### config.mk
export PLATFORM = sky130hd
export DESIGN_NAME = integer_to_radix_text_flat
export DESIGN_NICKNAME = d
export VERILOG_FILES = /design/src/design/itx_pkg.sv /design/src/design/itx_in_if.sv /design/src/design/itx_out_if.sv /design/src/design/integer_to_radix_text.sv /design/src/flat_wrapper.sv
export SDC_FILE = /design/constraint.sdc
export NUM_CORES = 1
export LEC_CHECK = 0
export BUFFER_PORTS_ARGS = -buffer_cell sky130_fd_sc_hd__buf_4
export CAP_MARGIN = 30
export CELL_PAD_IN_SITES_DETAIL_PLACEMENT = 0
export CELL_PAD_IN_SITES_GLOBAL_PLACEMENT = 2
export CORE_MARGIN = 5
export CORE_UTILIZATION = 35
export DETAILED_ROUTE_END_ITERATION = 8
export PLACE_DENSITY_LB_ADDON = 0.3
export RECOVER_POWER = 100
export SLEW_MARGIN = 5
export SYNTH_ARGS = -nofsm -noshare
export SYNTH_HDL_FRONTEND = slang
export SYNTH_SLANG_ARGS = --single-unit
### constraint.sdc
create_clock -name clk -period 8.1 [get_ports clk]
set_input_delay 1.62 -clock clk [delete_from_list [all_inputs] [get_ports clk]]
set_output_delay 1.62 -clock clk [all_outputs]
set_load 0.05 [all_outputs]
### src/design/itx_pkg.sv
// Shared constants, types and helpers for the radix text converter.
package itx_pkg;

  localparam int VALUE_WIDTH = 32;
  localparam int MAX_DIGITS  = 32;
  localparam int BASE_W      = 6;
  localparam int CHAR_W      = 7;
  localparam int DIGIT_W     = 6;
  localparam int BIT_W       = $clog2(VALUE_WIDTH);
  localparam int ADDR_W      = $clog2(MAX_DIGITS);
  localparam int CNT_W       = $clog2(MAX_DIGITS + 1);

  localparam logic [BASE_W-1:0]  BASE_MIN   = BASE_W'(2);
  localparam logic [BASE_W-1:0]  BASE_MAX   = BASE_W'(36);
  localparam logic [BASE_W-1:0]  BASE_DEC   = BASE_W'(10);
  localparam logic [CHAR_W-1:0]  CHAR_MINUS = CHAR_W'(45);
  localparam logic [CHAR_W-1:0]  CHAR_NONE  = CHAR_W'(0);
  localparam logic [CHAR_W-1:0]  CHAR_ZERO  = CHAR_W'(48);
  localparam logic [CHAR_W-1:0]  CHAR_ALPHA = CHAR_W'(87);  // 'a' minus ten
  localparam logic [DIGIT_W-1:0] DIGIT_TEN  = DIGIT_W'(10);

  typedef enum logic [2:0] {
    ST_IDLE,
    ST_INV,
    ST_DIV,
    ST_SIGN,
    ST_RD,
    ST_EMIT
  } itx_state_t;

  // Map a digit value 0..35 to '0'-'9' then 'a'-'z'.
  function automatic logic [CHAR_W-1:0] digit_char(input logic [DIGIT_W-1:0] d);
    logic [CHAR_W-1:0] ext;
    ext = CHAR_W'(d);
    if (d < DIGIT_TEN) begin
      return CHAR_ZERO + ext;
    end else begin
      return CHAR_ALPHA + ext;
    end
  endfunction

endpackage

### src/design/itx_in_if.sv
// Input channel: value, signed mode and base with valid/ready.
interface itx_in_if;
  logic                                valid;
  logic                                ready;
  logic [itx_pkg::VALUE_WIDTH-1:0]     value;
  logic                                signed_mode;
  logic [itx_pkg::BASE_W-1:0]          base;

  modport source (output valid, output value, output signed_mode, output base, input ready);
  modport sink   (input valid, input value, input signed_mode, input base, output ready);
endinterface

### src/design/itx_out_if.sv
// Result channel: one character per transfer with last and invalid flags.
interface itx_out_if;
  logic                          valid;
  logic                          ready;
  logic [itx_pkg::CHAR_W-1:0]    character;
  logic                          last;
  logic                          invalid;

  modport source (output valid, output character, output last, output invalid, input ready);
  modport sink   (input valid, input character, input last, input invalid, output ready);
endinterface

### src/design/integer_to_radix_text.sv
// Top level: bit-serial integer to radix text converter (bases 2 to 36).
//
//   Channel   Direction  Carries                          Handshake
//   in_ch     sink       value, signed_mode, base         valid/ready
//   out_ch    source     character, last, invalid         valid/ready
//
// Each digit is a full pass of the one-bit-per-cycle restoring divider over
// all VALUE_WIDTH (32) quotient bits; each character is then a digit buffer
// read followed by an output load.
// Reset is synchronous, active low, and clears control state only.
// A stalled result holds in the output register; the sequencer waits for it.
module integer_to_radix_text (
  input  logic      clk,
  input  logic      rst_n,
  itx_in_if.sink    in_ch,
  itx_out_if.source out_ch
);

  localparam int VW = itx_pkg::VALUE_WIDTH;

  itx_pkg::itx_state_t state_r, state_nxt;

  // Divider and sequencing registers
  logic [VW-1:0]                   quo_r;
  logic [itx_pkg::DIGIT_W-1:0]     rem_r;
  logic [itx_pkg::BASE_W-1:0]      base_r;
  logic                            neg_r;
  logic [itx_pkg::BIT_W-1:0]       bit_r;
  logic [itx_pkg::CNT_W-1:0]       cnt_r, cnt_nxt;
  logic [itx_pkg::DIGIT_W-1:0]     rd_data_r;

  // Output register
  logic                            out_valid_r, out_valid_nxt;
  logic [itx_pkg::CHAR_W-1:0]      out_char_r;
  logic                            out_last_r;
  logic                            out_inv_r;

  // Digit buffer, least significant digit first
  logic [itx_pkg::DIGIT_W-1:0]     digit_mem [itx_pkg::MAX_DIGITS];

  // Input decode
  logic                            in_xfer;
  logic                            base_ok;
  logic                            in_neg;
  logic [VW-1:0]                   in_mag;

  // Divider step
  logic [itx_pkg::DIGIT_W:0]       trial;
  logic [itx_pkg::DIGIT_W:0]       diff;
  logic                            ge;
  logic [itx_pkg::DIGIT_W-1:0]     rem_step;
  logic [VW-1:0]                   quo_step;
  logic                            bit_last;
  logic [itx_pkg::CNT_W-1:0]       cnt_inc;
  logic [itx_pkg::CNT_W-1:0]       limit;
  logic                            div_done;

  // Control outputs
  logic                            slot_free;
  logic                            ld_inv, ld_sign, ld_dig;
  logic                            wr_en, rd_en;
  logic [itx_pkg::ADDR_W-1:0]      rd_addr;

  assign in_xfer = in_ch.valid && in_ch.ready;
  assign base_ok = (in_ch.base >= itx_pkg::BASE_MIN) && (in_ch.base <= itx_pkg::BASE_MAX);
  assign in_neg  = in_ch.signed_mode && (in_ch.base == itx_pkg::BASE_DEC) && in_ch.value[VW-1];
  assign in_mag  = in_neg ? (~in_ch.value + VW'(1)) : in_ch.value;

  // Restoring division: bring down one quotient bit per cycle
  assign trial    = {rem_r, quo_r[VW-1]};
  assign diff     = trial - {1'b0, base_r};
  assign ge       = trial >= {1'b0, base_r};
  assign rem_step = ge ? diff[itx_pkg::DIGIT_W-1:0] : trial[itx_pkg::DIGIT_W-1:0];
  assign quo_step = {quo_r[VW-2:0], ge};
  assign bit_last = bit_r == itx_pkg::BIT_W'(VW - 1);
  assign cnt_inc  = cnt_r + itx_pkg::CNT_W'(1);
  assign limit    = neg_r ? itx_pkg::CNT_W'(itx_pkg::MAX_DIGITS - 1)
                          : itx_pkg::CNT_W'(itx_pkg::MAX_DIGITS);
  assign div_done = (quo_step == '0) || (cnt_inc == limit);

  assign slot_free = !out_valid_r || out_ch.ready;
  assign rd_addr   = itx_pkg::ADDR_W'(cnt_r - itx_pkg::CNT_W'(1));

  // Next state
  always_comb begin
    state_nxt = state_r;
    unique case (state_r)
      itx_pkg::ST_IDLE: begin
        if (in_xfer) begin
          state_nxt = base_ok ? itx_pkg::ST_DIV : itx_pkg::ST_INV;
        end
      end
      itx_pkg::ST_INV: begin
        if (slot_free) begin
          state_nxt = itx_pkg::ST_IDLE;
        end
      end
      itx_pkg::ST_DIV: begin
        if (bit_last && div_done) begin
          state_nxt = neg_r ? itx_pkg::ST_SIGN : itx_pkg::ST_RD;
        end
      end
      itx_pkg::ST_SIGN: begin
        if (slot_free) begin
          state_nxt = itx_pkg::ST_RD;
        end
      end
      itx_pkg::ST_RD: begin
        state_nxt = itx_pkg::ST_EMIT;
      end
      itx_pkg::ST_EMIT: begin
        if (slot_free) begin
          state_nxt = (cnt_r == itx_pkg::CNT_W'(1)) ? itx_pkg::ST_IDLE : itx_pkg::ST_RD;
        end
      end
      default: begin
        state_nxt = itx_pkg::ST_IDLE;
      end
    endcase
  end

  // Control outputs; hold off input transfers while reset is asserted
  always_comb begin
    in_ch.ready = 1'b0;
    ld_inv      = 1'b0;
    ld_sign     = 1'b0;
    ld_dig      = 1'b0;
    wr_en       = 1'b0;
    rd_en       = 1'b0;
    unique case (state_r)
      itx_pkg::ST_IDLE: in_ch.ready = rst_n;
      itx_pkg::ST_INV:  ld_inv      = slot_free;
      itx_pkg::ST_DIV:  wr_en       = bit_last;
      itx_pkg::ST_SIGN: ld_sign     = slot_free;
      itx_pkg::ST_RD:   rd_en       = 1'b1;
      itx_pkg::ST_EMIT: ld_dig      = slot_free;
      default: begin
        in_ch.ready = 1'b0;
      end
    endcase
  end

  // Digit count: restart on a transfer, advance per stored digit, drop per character
  always_comb begin
    cnt_nxt = cnt_r;
    if (in_xfer) begin
      cnt_nxt = '0;
    end else if (wr_en) begin
      cnt_nxt = cnt_inc;
    end else if (ld_dig) begin
      cnt_nxt = cnt_r - itx_pkg::CNT_W'(1);
    end
  end

  // Output valid: set on load, clear on transfer
  always_comb begin
    out_valid_nxt = out_valid_r;
    if (ld_inv || ld_sign || ld_dig) begin
      out_valid_nxt = 1'b1;
    end else if (out_ch.ready) begin
      out_valid_nxt = 1'b0;
    end
  end

  // Control registers
  always_ff @(posedge clk) begin
    if (!rst_n) begin
      state_r     <= itx_pkg::ST_IDLE;
      cnt_r       <= '0;
      out_valid_r <= 1'b0;
    end else begin
      state_r     <= state_nxt;
      cnt_r       <= cnt_nxt;
      out_valid_r <= out_valid_nxt;
    end
  end

  // Divider datapath: load on transfer, step while dividing
  always_ff @(posedge clk) begin
    if (in_xfer) begin
      quo_r  <= in_mag;
      rem_r  <= '0;
      bit_r  <= '0;
      base_r <= in_ch.base;
      neg_r  <= in_neg;
    end else if (state_r == itx_pkg::ST_DIV) begin
      quo_r <= quo_step;
      rem_r <= bit_last ? '0 : rem_step;
      bit_r <= bit_last ? '0 : bit_r + itx_pkg::BIT_W'(1);
    end
  end

  // Digit buffer: write the finished remainder, read with registered data
  always_ff @(posedge clk) begin
    if (wr_en) begin
      digit_mem[cnt_r[itx_pkg::ADDR_W-1:0]] <= rem_step;
    end
    if (rd_en) begin
      rd_data_r <= digit_mem[rd_addr];
    end
  end

  // Output payload
  always_ff @(posedge clk) begin
    if (ld_inv) begin
      out_char_r <= itx_pkg::CHAR_NONE;
      out_last_r <= 1'b1;
      out_inv_r  <= 1'b1;
    end else if (ld_sign) begin
      out_char_r <= itx_pkg::CHAR_MINUS;
      out_last_r <= 1'b0;
      out_inv_r  <= 1'b0;
    end else if (ld_dig) begin
      out_char_r <= itx_pkg::digit_char(rd_data_r);
      out_last_r <= cnt_r == itx_pkg::CNT_W'(1);
      out_inv_r  <= 1'b0;
    end
  end

  assign out_ch.valid     = out_valid_r;
  assign out_ch.character = out_char_r;
  assign out_ch.last      = out_last_r;
  assign out_ch.invalid   = out_inv_r;

  // The partial remainder never reaches the base while dividing
  a_rem_below_base: assert property (@(posedge clk) disable iff (!rst_n)
    (state_r == itx_pkg::ST_DIV) |-> (rem_r < base_r))
    else $error("remainder reached base");

  // Characters are only read back while digits remain in the buffer
  a_cnt_nonzero: assert property (@(posedge clk) disable iff (!rst_n)
    (state_r == itx_pkg::ST_RD || state_r == itx_pkg::ST_EMIT) |-> (cnt_r != '0))
    else $error("digit buffer read with no digits left");

  // An invalid result is a lone terminating null character
  a_inv_form: assert property (@(posedge clk) disable iff (!rst_n)
    (out_valid_r && out_inv_r) |-> (out_last_r && out_char_r == itx_pkg::CHAR_NONE))
    else $error("malformed invalid result");

  // A digit load following a read of the last digit ends the conversion
  a_last_idle: assert property (@(posedge clk) disable iff (!rst_n)
    (ld_dig && cnt_r == itx_pkg::CNT_W'(1)) |=> (state_r == itx_pkg::ST_IDLE && out_last_r))
    else $error("final character did not end the conversion");

endmodule

### src/flat_wrapper.sv
// flat-port wrapper written by rule: the top's interface ports become plain ports
module integer_to_radix_text_flat 
  (clk, rst_n, in_ch_valid, in_ch_value, in_ch_signed_mode, in_ch_base, in_ch_ready, out_ch_valid, out_ch_character, out_ch_last, out_ch_invalid, out_ch_ready);
  itx_in_if in_ch_i ();
  itx_out_if out_ch_i ();
  input  logic clk;
  input  logic rst_n;
  input wire logic [$bits(in_ch_i.valid)-1:0] in_ch_valid;
  input wire logic [$bits(in_ch_i.value)-1:0] in_ch_value;
  input wire logic [$bits(in_ch_i.signed_mode)-1:0] in_ch_signed_mode;
  input wire logic [$bits(in_ch_i.base)-1:0] in_ch_base;
  output wire logic [$bits(in_ch_i.ready)-1:0] in_ch_ready;
  output wire logic [$bits(out_ch_i.valid)-1:0] out_ch_valid;
  output wire logic [$bits(out_ch_i.character)-1:0] out_ch_character;
  output wire logic [$bits(out_ch_i.last)-1:0] out_ch_last;
  output wire logic [$bits(out_ch_i.invalid)-1:0] out_ch_invalid;
  input wire logic [$bits(out_ch_i.ready)-1:0] out_ch_ready;
  assign in_ch_i.valid = in_ch_valid;
  assign in_ch_i.value = in_ch_value;
  assign in_ch_i.signed_mode = in_ch_signed_mode;
  assign in_ch_i.base = in_ch_base;
  assign in_ch_ready = in_ch_i.ready;
  assign out_ch_valid = out_ch_i.valid;
  assign out_ch_character = out_ch_i.character;
  assign out_ch_last = out_ch_i.last;
  assign out_ch_invalid = out_ch_i.invalid;
  assign out_ch_i.ready = out_ch_ready;
  integer_to_radix_text u_core (.clk(clk), .rst_n(rst_n), .in_ch(in_ch_i), .out_ch(out_ch_i));
endmodule
==> results by group, run 1 <==
CTS
  • CTS hold repair buffers: 0
  • CTS root buf: clkbuf_16
  • Inserted Clock Buffers: 28
  • Clock H-tree levels: 1
  • # Post-CTS Setup Buffers: 0
  • Buffers from clock root to sink, at most: 3
  • TritonCTS clock tree: built
  • Sinks on the clock net: 267
  • Post_cts resized: 0
  • Clock-pin slew on the worst setup and hold paths: 0.06 ns
  • Clock network latency to the later pin of the worst-skew pair: 0.56 ns

Cells and area
  • Area of all sequential standard cells: 0.00772 mm^2
  • Count of filler cells inserted in the layout: 3251
  • Leading cell types in the layout, fill and taps excluded: 237 x edfxtp_1, 67 x nor2_1, 63 x nand2_1, 60 x mux4_2, 37 x buf_4
  • Area growth from synthesis to layout: 14.4%
  • Fraction of layout instances using a drive strength above 1: 17.3%
  • Antenna Diode Count: 0
  • Footprint of the multi-input gates: 0.00416 mm^2
  • Most common library cell in the layout ignoring fill and taps: edfxtp_1
  • Area of all placed cells without fillers: 0.0139 mm^2
  • Post-route core utilization: 40.4%
  • Fin nets: 954

Pwr
  • Cell-internal power: 2.42 mW
  • Reported leakage power: 4.48 nW
  • Clock group share of total power: 41.2%
  • Sequential power share: 50.7%
  • Worst vdd ir: 0.000188 V
  • Power share of the combinational group: 8.1%
  • Fraction of power spent switching nets: 23.4%
  • Switch Pwr: 0.739 mW
  • P per Cell Area: 228 mW/mm^2

Timing
  • Transition time at the pin with the least slew margin: 2.61 ns
  • Portion of the clock cycle consumed by the worst path in the final layout: 67.5%
  • Tightest hold margin: 0.454 ns
  • Shortest period the worst path allows: 5.46 ns
  • Final Hold Viols: 0
  • RSZ-0062 raised after global routing: no
  • Number of pins with negative max-slew slack in the final report: 157
  • Post-Route Setup TNS: 0 ns
  • Final setup violation count: 0
  • Peak clock frequency supported by timing: 183 MHz
  • Worst max-slew margin expressed relative to the limit: -73.8%
  • Clock skew after layout: 0.0273 ns

Die
  • Count of standard-cell rows: 68
  • Placeable core area: 0.0344 mm^2
  • Die footprint: 0.0385 mm^2
  • X dimension of the die: 196 um
  • Chip Height: 196 um
  • Ports placed on the boundary: 54
  • Initial cell density of the core: 35.3%

Logic synthesis
  • Post-Synthesis Mean Instance Area: 14.5 um^2
  • Post-synth top area share: 58.6%
  • Biggest area consumer among synthesized cells: edfxtp_1
  • Most used flip-flop cell after synthesis: edfxtp_1
  • Post-synth EDFFs: 237
  • Cell Area, Synth: 0.0121 mm^2
  • Top area cells in the synthesized netlist: edfxtp_1 59%, mux4_2 11%, dfxtp_1 4.9%
  • Net count after synthesis: 902
  • Synth Instances: 839
  • Sequential area share after synthesis: 63.5%
  • Yosys synthesis warning count: 0
  • Synth unique cells: 62
  • Post-synthesis sequential element count: 267
  • Async set-reset flop share out of synthesis: 0%

Critical path
  • Critical path startpoint category: register
  • Data arrival time of the critical path: 5.75 ns
  • Flop-to-flop setup slack: 2.64 ns
  • Crit path required time: 8.39 ns
  • Type of the worst setup path: reg2reg
  • Max FO, Critical Path: 31
  • Nature of the critical path endpoint: register

Global route
  • First-pass GRT wire length: 43.1 mm
  • Maximum number of pins on one net before global-route repair: 71
  • Total track usage: 14.1%
  • Vias in the first global route: 7393
  • Number of antenna violations at the first check in global routing: 0
  • Global-route congestion overflow total: 0

Route
  • DRT Wirelength: 27.4 mm
  • Detailed-routing iteration count for the pre-antenna-repair pass: 4
  • Number of nets with antenna violations after routing: 0
  • Via count of the routed design: 7078
  • Detailed Route Iter0 Violations: 336
  • DRC violation count after routing: 0
  • Number of vias per cell after detailed routing: 5.18
  • Routed length per instance: 20.1 um

Placement
  • RePlAce Congestion: 0.745
  • HPWL after detailed placement: 18.6 mm
  • # port buffers: 53
  • Area of placed instances: 0.0131 mm^2

Job
  • Max cap viols: 5

Status
  • Status: finished with violations
  • Violated checks: max-capacitance violations, max-slew violations

Hold path
  • Type of the tightest min-delay check: reg2reg
==> cells in the mapped netlist (3+ instances only) <==
cell type	number
edfxtp_1	237
nor2_1	67
nand2_1	64
mux4_2	60
clkbuf_1	36
a21oi_1	31
dfxtp_1	30
o21ai_0	28
inv_1	26
xnor2_1	22
nand3_1	20
ha_1	19
nor3_1	17
nor4_1	15
xor2_1	14
or3_1	13
mux2_2	9
and3_1	8
a22o_1	7
a31oi_1	7
o31ai_1	7
buf_2	6
or4_1	6
a22oi_1	5
mux2i_1	5
nand2b_1	5
nand4_1	5
o21ai_1	5
or2_2	5
nand3b_1	4
o211ai_1	4
o41ai_2	4
a21o_1	3
nor3b_1	3
o2111ai_1	3
==> state kept, by name (all words and copies together), names as in the netlist <==
signal                   flops
u_core.base_r                6
u_core.bit_r                 5
u_core.cnt_r                 6
u_core.digit_mem           192
u_core.neg_r                 1
u_core.out_ch.character      7
u_core.out_ch.invalid        1
u_core.out_ch.last           1
u_core.out_ch.valid          1
u_core.quo_r                32
u_core.rd_data_r             6
u_core.rem_r                 6
u_core.state_r               3
==> power by group through the flow <==
| stage | Clock (mW) | Sequential [mW] | Combinational, mW |
|---|---|---|---|
| 2_1_floorplan | 0 | 1.67 | 0.122 |
| 3_3_place_gp | 0 | 1.63 | 0.277 |
| 3_5_place_dp | 0 | 1.63 | 0.280 |
| 4_1_cts | 1.34 | 1.60 | 0.281 |
| 5_1_grt | 1.39 | 1.61 | 0.285 |
| 6_report | 1.30 | 1.60 | 0.257 |
==> critical path, cell delays in order (launching register included) <==
cell and delay (ns):
dfxtp_1 0.32, clkbuf_1 1.31, clkbuf_1 1.93, mux4_2 0.73
mux4_2 0.52, mux2_1 0.37
==> layout make-up <==
type	instances	share of cell area (%)
timing repair buffer	66	2.89
inverter	26	0.702
clock inverter	12	1.20
clock buffer	39	5.64
tap	455	4.10
sequential	267	55.5
multi-input combinational	502	30.0
==> metrics by stage <==
| stage | total power, mW | std cells | worst slack [ns] |
|---|---|---|---|
| 6_report | 3.16 | 1367 | 2.64 |
| 5_1_grt | 3.29 | 1367 | 1.93 |
| 4_1_cts | 3.22 | 1367 | 3.68 |
| 3_5_place_dp | 1.91 | 1316 | 3.49 |
| 3_3_place_gp | 1.91 | 1314 | 3.61 |
| 2_1_floorplan | 1.80 | 839 | 2.58 |
==> worst paths after layout <==
kind / startpoint / cells after the start / endpoint
worst min register to register: u_core.out_ch.invalid / 2 / u_core.out_ch.invalid
worst max register to register: u_core.cnt_r[0] / 5 / u_core.rd_data_r[5]
worst max-delay path: u_core.cnt_r[0] / 5 / u_core.rd_data_r[5]
worst min-delay path: u_core.out_ch.invalid / 2 / u_core.out_ch.invalid
==> per-layer routing <==
metal  share of wire (%)  up-vias  global-route usage (%)
met1                  44     3535                    18.9
met4                 2.0        0                    3.23
li1                    -     3385                       -
met3                 3.4       39                    2.06
met5                   0        -                       0
met2                  50      119                    24.4
==> cells by family after synthesis <==
family	share of synthesized area (%)
compound gates	7.13
xor+xnor	2.60
fa+ha+maj	2.12
buf+inv	2.29
flops	63.5
mux	12.4
simple gates	9.95
Power figures use the tool's default switching activity.
==> run 2, diff against run 1 <==
==> constraint.sdc (replaced) <==
create_clock -name clk -period 5.5 [get_ports clk]
set_input_delay 1.1 -clock clk [delete_from_list [all_inputs] [get_ports clk]]
set_output_delay 1.1 -clock clk [all_outputs]
set_load 0.05 [all_outputs]
==> results by group, run 2 (synthesis results as in run 1) <==
Hold path
  • Type of the tightest min-delay check: reg2reg

Timing
  • Portion of the clock cycle consumed by the worst path in the final layout: 64.9%
  • Post-Route Setup TNS: 0 ns
  • Number of pins with negative max-slew slack in the final report: 0
  • Clock skew after layout: 0.0220 ns
  • Final Hold Viols: 0
  • Final setup violation count: 0
  • Shortest period the worst path allows: 3.57 ns
  • Worst max-slew margin expressed relative to the limit: 10.3%
  • RSZ-0062 raised after global routing: no
  • Peak clock frequency supported by timing: 280 MHz
  • Transition time at the pin with the least slew margin: 1.35 ns

Global route
  • Total track usage: 14.2%
  • First-pass GRT wire length: 43.3 mm
  • Global-route congestion overflow total: 0
  • Number of antenna violations at the first check in global routing: 0
  • Vias in the first global route: 7415
  • Maximum number of pins on one net before global-route repair: 71

Die
  • Initial cell density of the core: 35.3%
  • Chip Height: 196 um
  • Placeable core area: 0.0344 mm^2
  • Count of standard-cell rows: 68
  • Die footprint: 0.0385 mm^2
  • X dimension of the die: 196 um
  • Ports placed on the boundary: 54

CTS
  • Sinks on the clock net: 267
  • Post_cts resized: 0
  • Buffers from clock root to sink, at most: 3
  • CTS root buf: clkbuf_16
  • Inserted Clock Buffers: 29
  • Clock-pin slew on the worst setup and hold paths: 0.06 ns
  • Clock H-tree levels: 1
  • # Post-CTS Setup Buffers: 0
  • Clock network latency to the later pin of the worst-skew pair: 0.56 ns
  • CTS hold repair buffers: 0
  • TritonCTS clock tree: built

Critical path
  • RR Startpoint: u_core.cnt_r[0]
  • Nature of the critical path endpoint: primary output
  • Crit path required time: 4.40 ns
  • End point of the critical path: in_ch_ready
  • Critical path buffers and inverters: 2
  • Worst R2R Path Depth: 6
  • Critical path launch point: rst_n
  • Max FO, Critical Path: 8
  • Type of the worst setup path: in2out
  • Flop-to-flop setup slack: 1.99 ns
  • Cell depth of the worst setup path: 3
  • Cell breakdown of the critical path: buf_4, nor4b_1, clkbuf_1
  • CP top delay family: simple AND/OR/NAND/NOR gates
  • Critical path startpoint category: input pin
  • Slowest-stage cell, CP: nor4b_1
  • Worst r2r dst: u_core.rd_data_r[1]
  • Data arrival time of the critical path: 2.47 ns
  • Biggest cell delay along the critical path: 0.70 ns

Route
  • Detailed-routing iteration count for the pre-antenna-repair pass: 5
  • Number of vias per cell after detailed routing: 5.15
  • Via count of the routed design: 7053
  • DRC violation count after routing: 0
  • Routed length per instance: 20.2 um
  • Number of nets with antenna violations after routing: 0
  • Detailed Route Iter0 Violations: 493
  • DRT Wirelength: 27.6 mm

Pwr
  • Clock group share of total power: 41.7%
  • Sequential power share: 50.4%
  • P per Cell Area: 337 mW/mm^2
  • Cell-internal power: 3.59 mW
  • Total power: 4.68 mW
  • Reported leakage power: 4.51 nW
  • Worst vdd ir: 0.000193 V
  • Switch Pwr: 1.09 mW
  • Fraction of power spent switching nets: 23.3%
  • Power share of the combinational group: 7.9%

Placement
  • HPWL after detailed placement: 19.2 mm
  • RePlAce Congestion: 0.750
  • Area of placed instances: 0.0131 mm^2
  • # port buffers: 53
  • Placed instance count: 1316

Status
  • Status: finished clean

Cells and area
  • Fin nets: 955
  • Leading cell types in the layout, fill and taps excluded: 237 x edfxtp_1, 67 x nor2_1, 63 x nand2_1, 60 x mux4_2, 40 x buf_4
  • Antenna Diode Count: 0
  • Fraction of layout instances using a drive strength above 1: 17.8%
  • Area growth from synthesis to layout: 14.5%
  • Post-route core utilization: 40.5%
  • Max reg flops: 192
  • Final standard cell count with taps included and fillers excluded: 1370
  • Most common library cell in the layout ignoring fill and taps: edfxtp_1
  • Area of all placed cells without fillers: 0.0139 mm^2

Job
  • Max cap viols: 0
run 2: cell types whose count changed in the layout (fill, tap and decap cells not counted), sizes merged:
| cell | change |
|---|---|
| clkinvlp | +1 |
| bufinv | +1 |
| buf | +3 |
| clkbuf | -7 |
| clkinv | +4 |
| inv | +1 |
run 2: stage by stage:
stage	hold WS (ns)	setup WS [ns]
after CTS	0.466	1.94
after global routing	0.485	1.66
after floorplan	0.441	0.500
after detailed placement	0.446	1.41
after global placement	0.445	1.52
final	0.455	1.93
run 2: layout make-up:
class / instances / area, um^2
Sequential cell: 267 / 7720
Inverter: 26 / 97.6
Timing Repair Buffer: 66 / 413
Clock buffer: 35 / 748
Clock inverter: 19 / 216
Multi-Input combinational cell: 502 / 4140
Tap cell: 455 / 569
Fill cell: 3244 / 20500
run 2: worst min-delay path: stages (launching register included):
cell,delay [ns]
dfxtp_1,0.32
nand2_1,0.05
o31ai_1,0.05
run 2: per-layer routing:
| metal | GRT usage (%) | share of wire, % | vias up |
|---|---|---|---|
| li1 | - | - | 3390 |
| met1 | 18.6 | 43 | 3520 |
| met2 | 25.2 | 52 | 109 |
| met3 | 1.99 | 3.4 | 34 |
| met4 | 3.10 | 1.7 | 0 |
| met5 | 0 | 0 | - |
run 2: power groups by stage:
stage	clock, mW	combinational, mW	sequential (mW)
floorplan	0	0.180	2.46
global placement	0	0.401	2.40
detailed placement	0	0.405	2.40
CTS	2.01	0.407	2.36
global route	2.09	0.412	2.37
finish	1.95	0.371	2.36
run 2: worst min-delay path by stage:
stage,from,to,slack (ns),cells after the start
floorplan,u_core.bit_r[4],u_core.bit_r[4],0.44,2
global placement,u_core.out_ch.invalid,u_core.out_ch.invalid,0.45,2
detailed placement,u_core.out_ch.invalid,u_core.out_ch.invalid,0.45,2
CTS,u_core.out_ch.invalid,u_core.out_ch.invalid,0.47,2
global route,u_core.out_ch.invalid,u_core.out_ch.invalid,0.49,2
finish,u_core.out_ch.invalid,u_core.out_ch.invalid,0.45,2
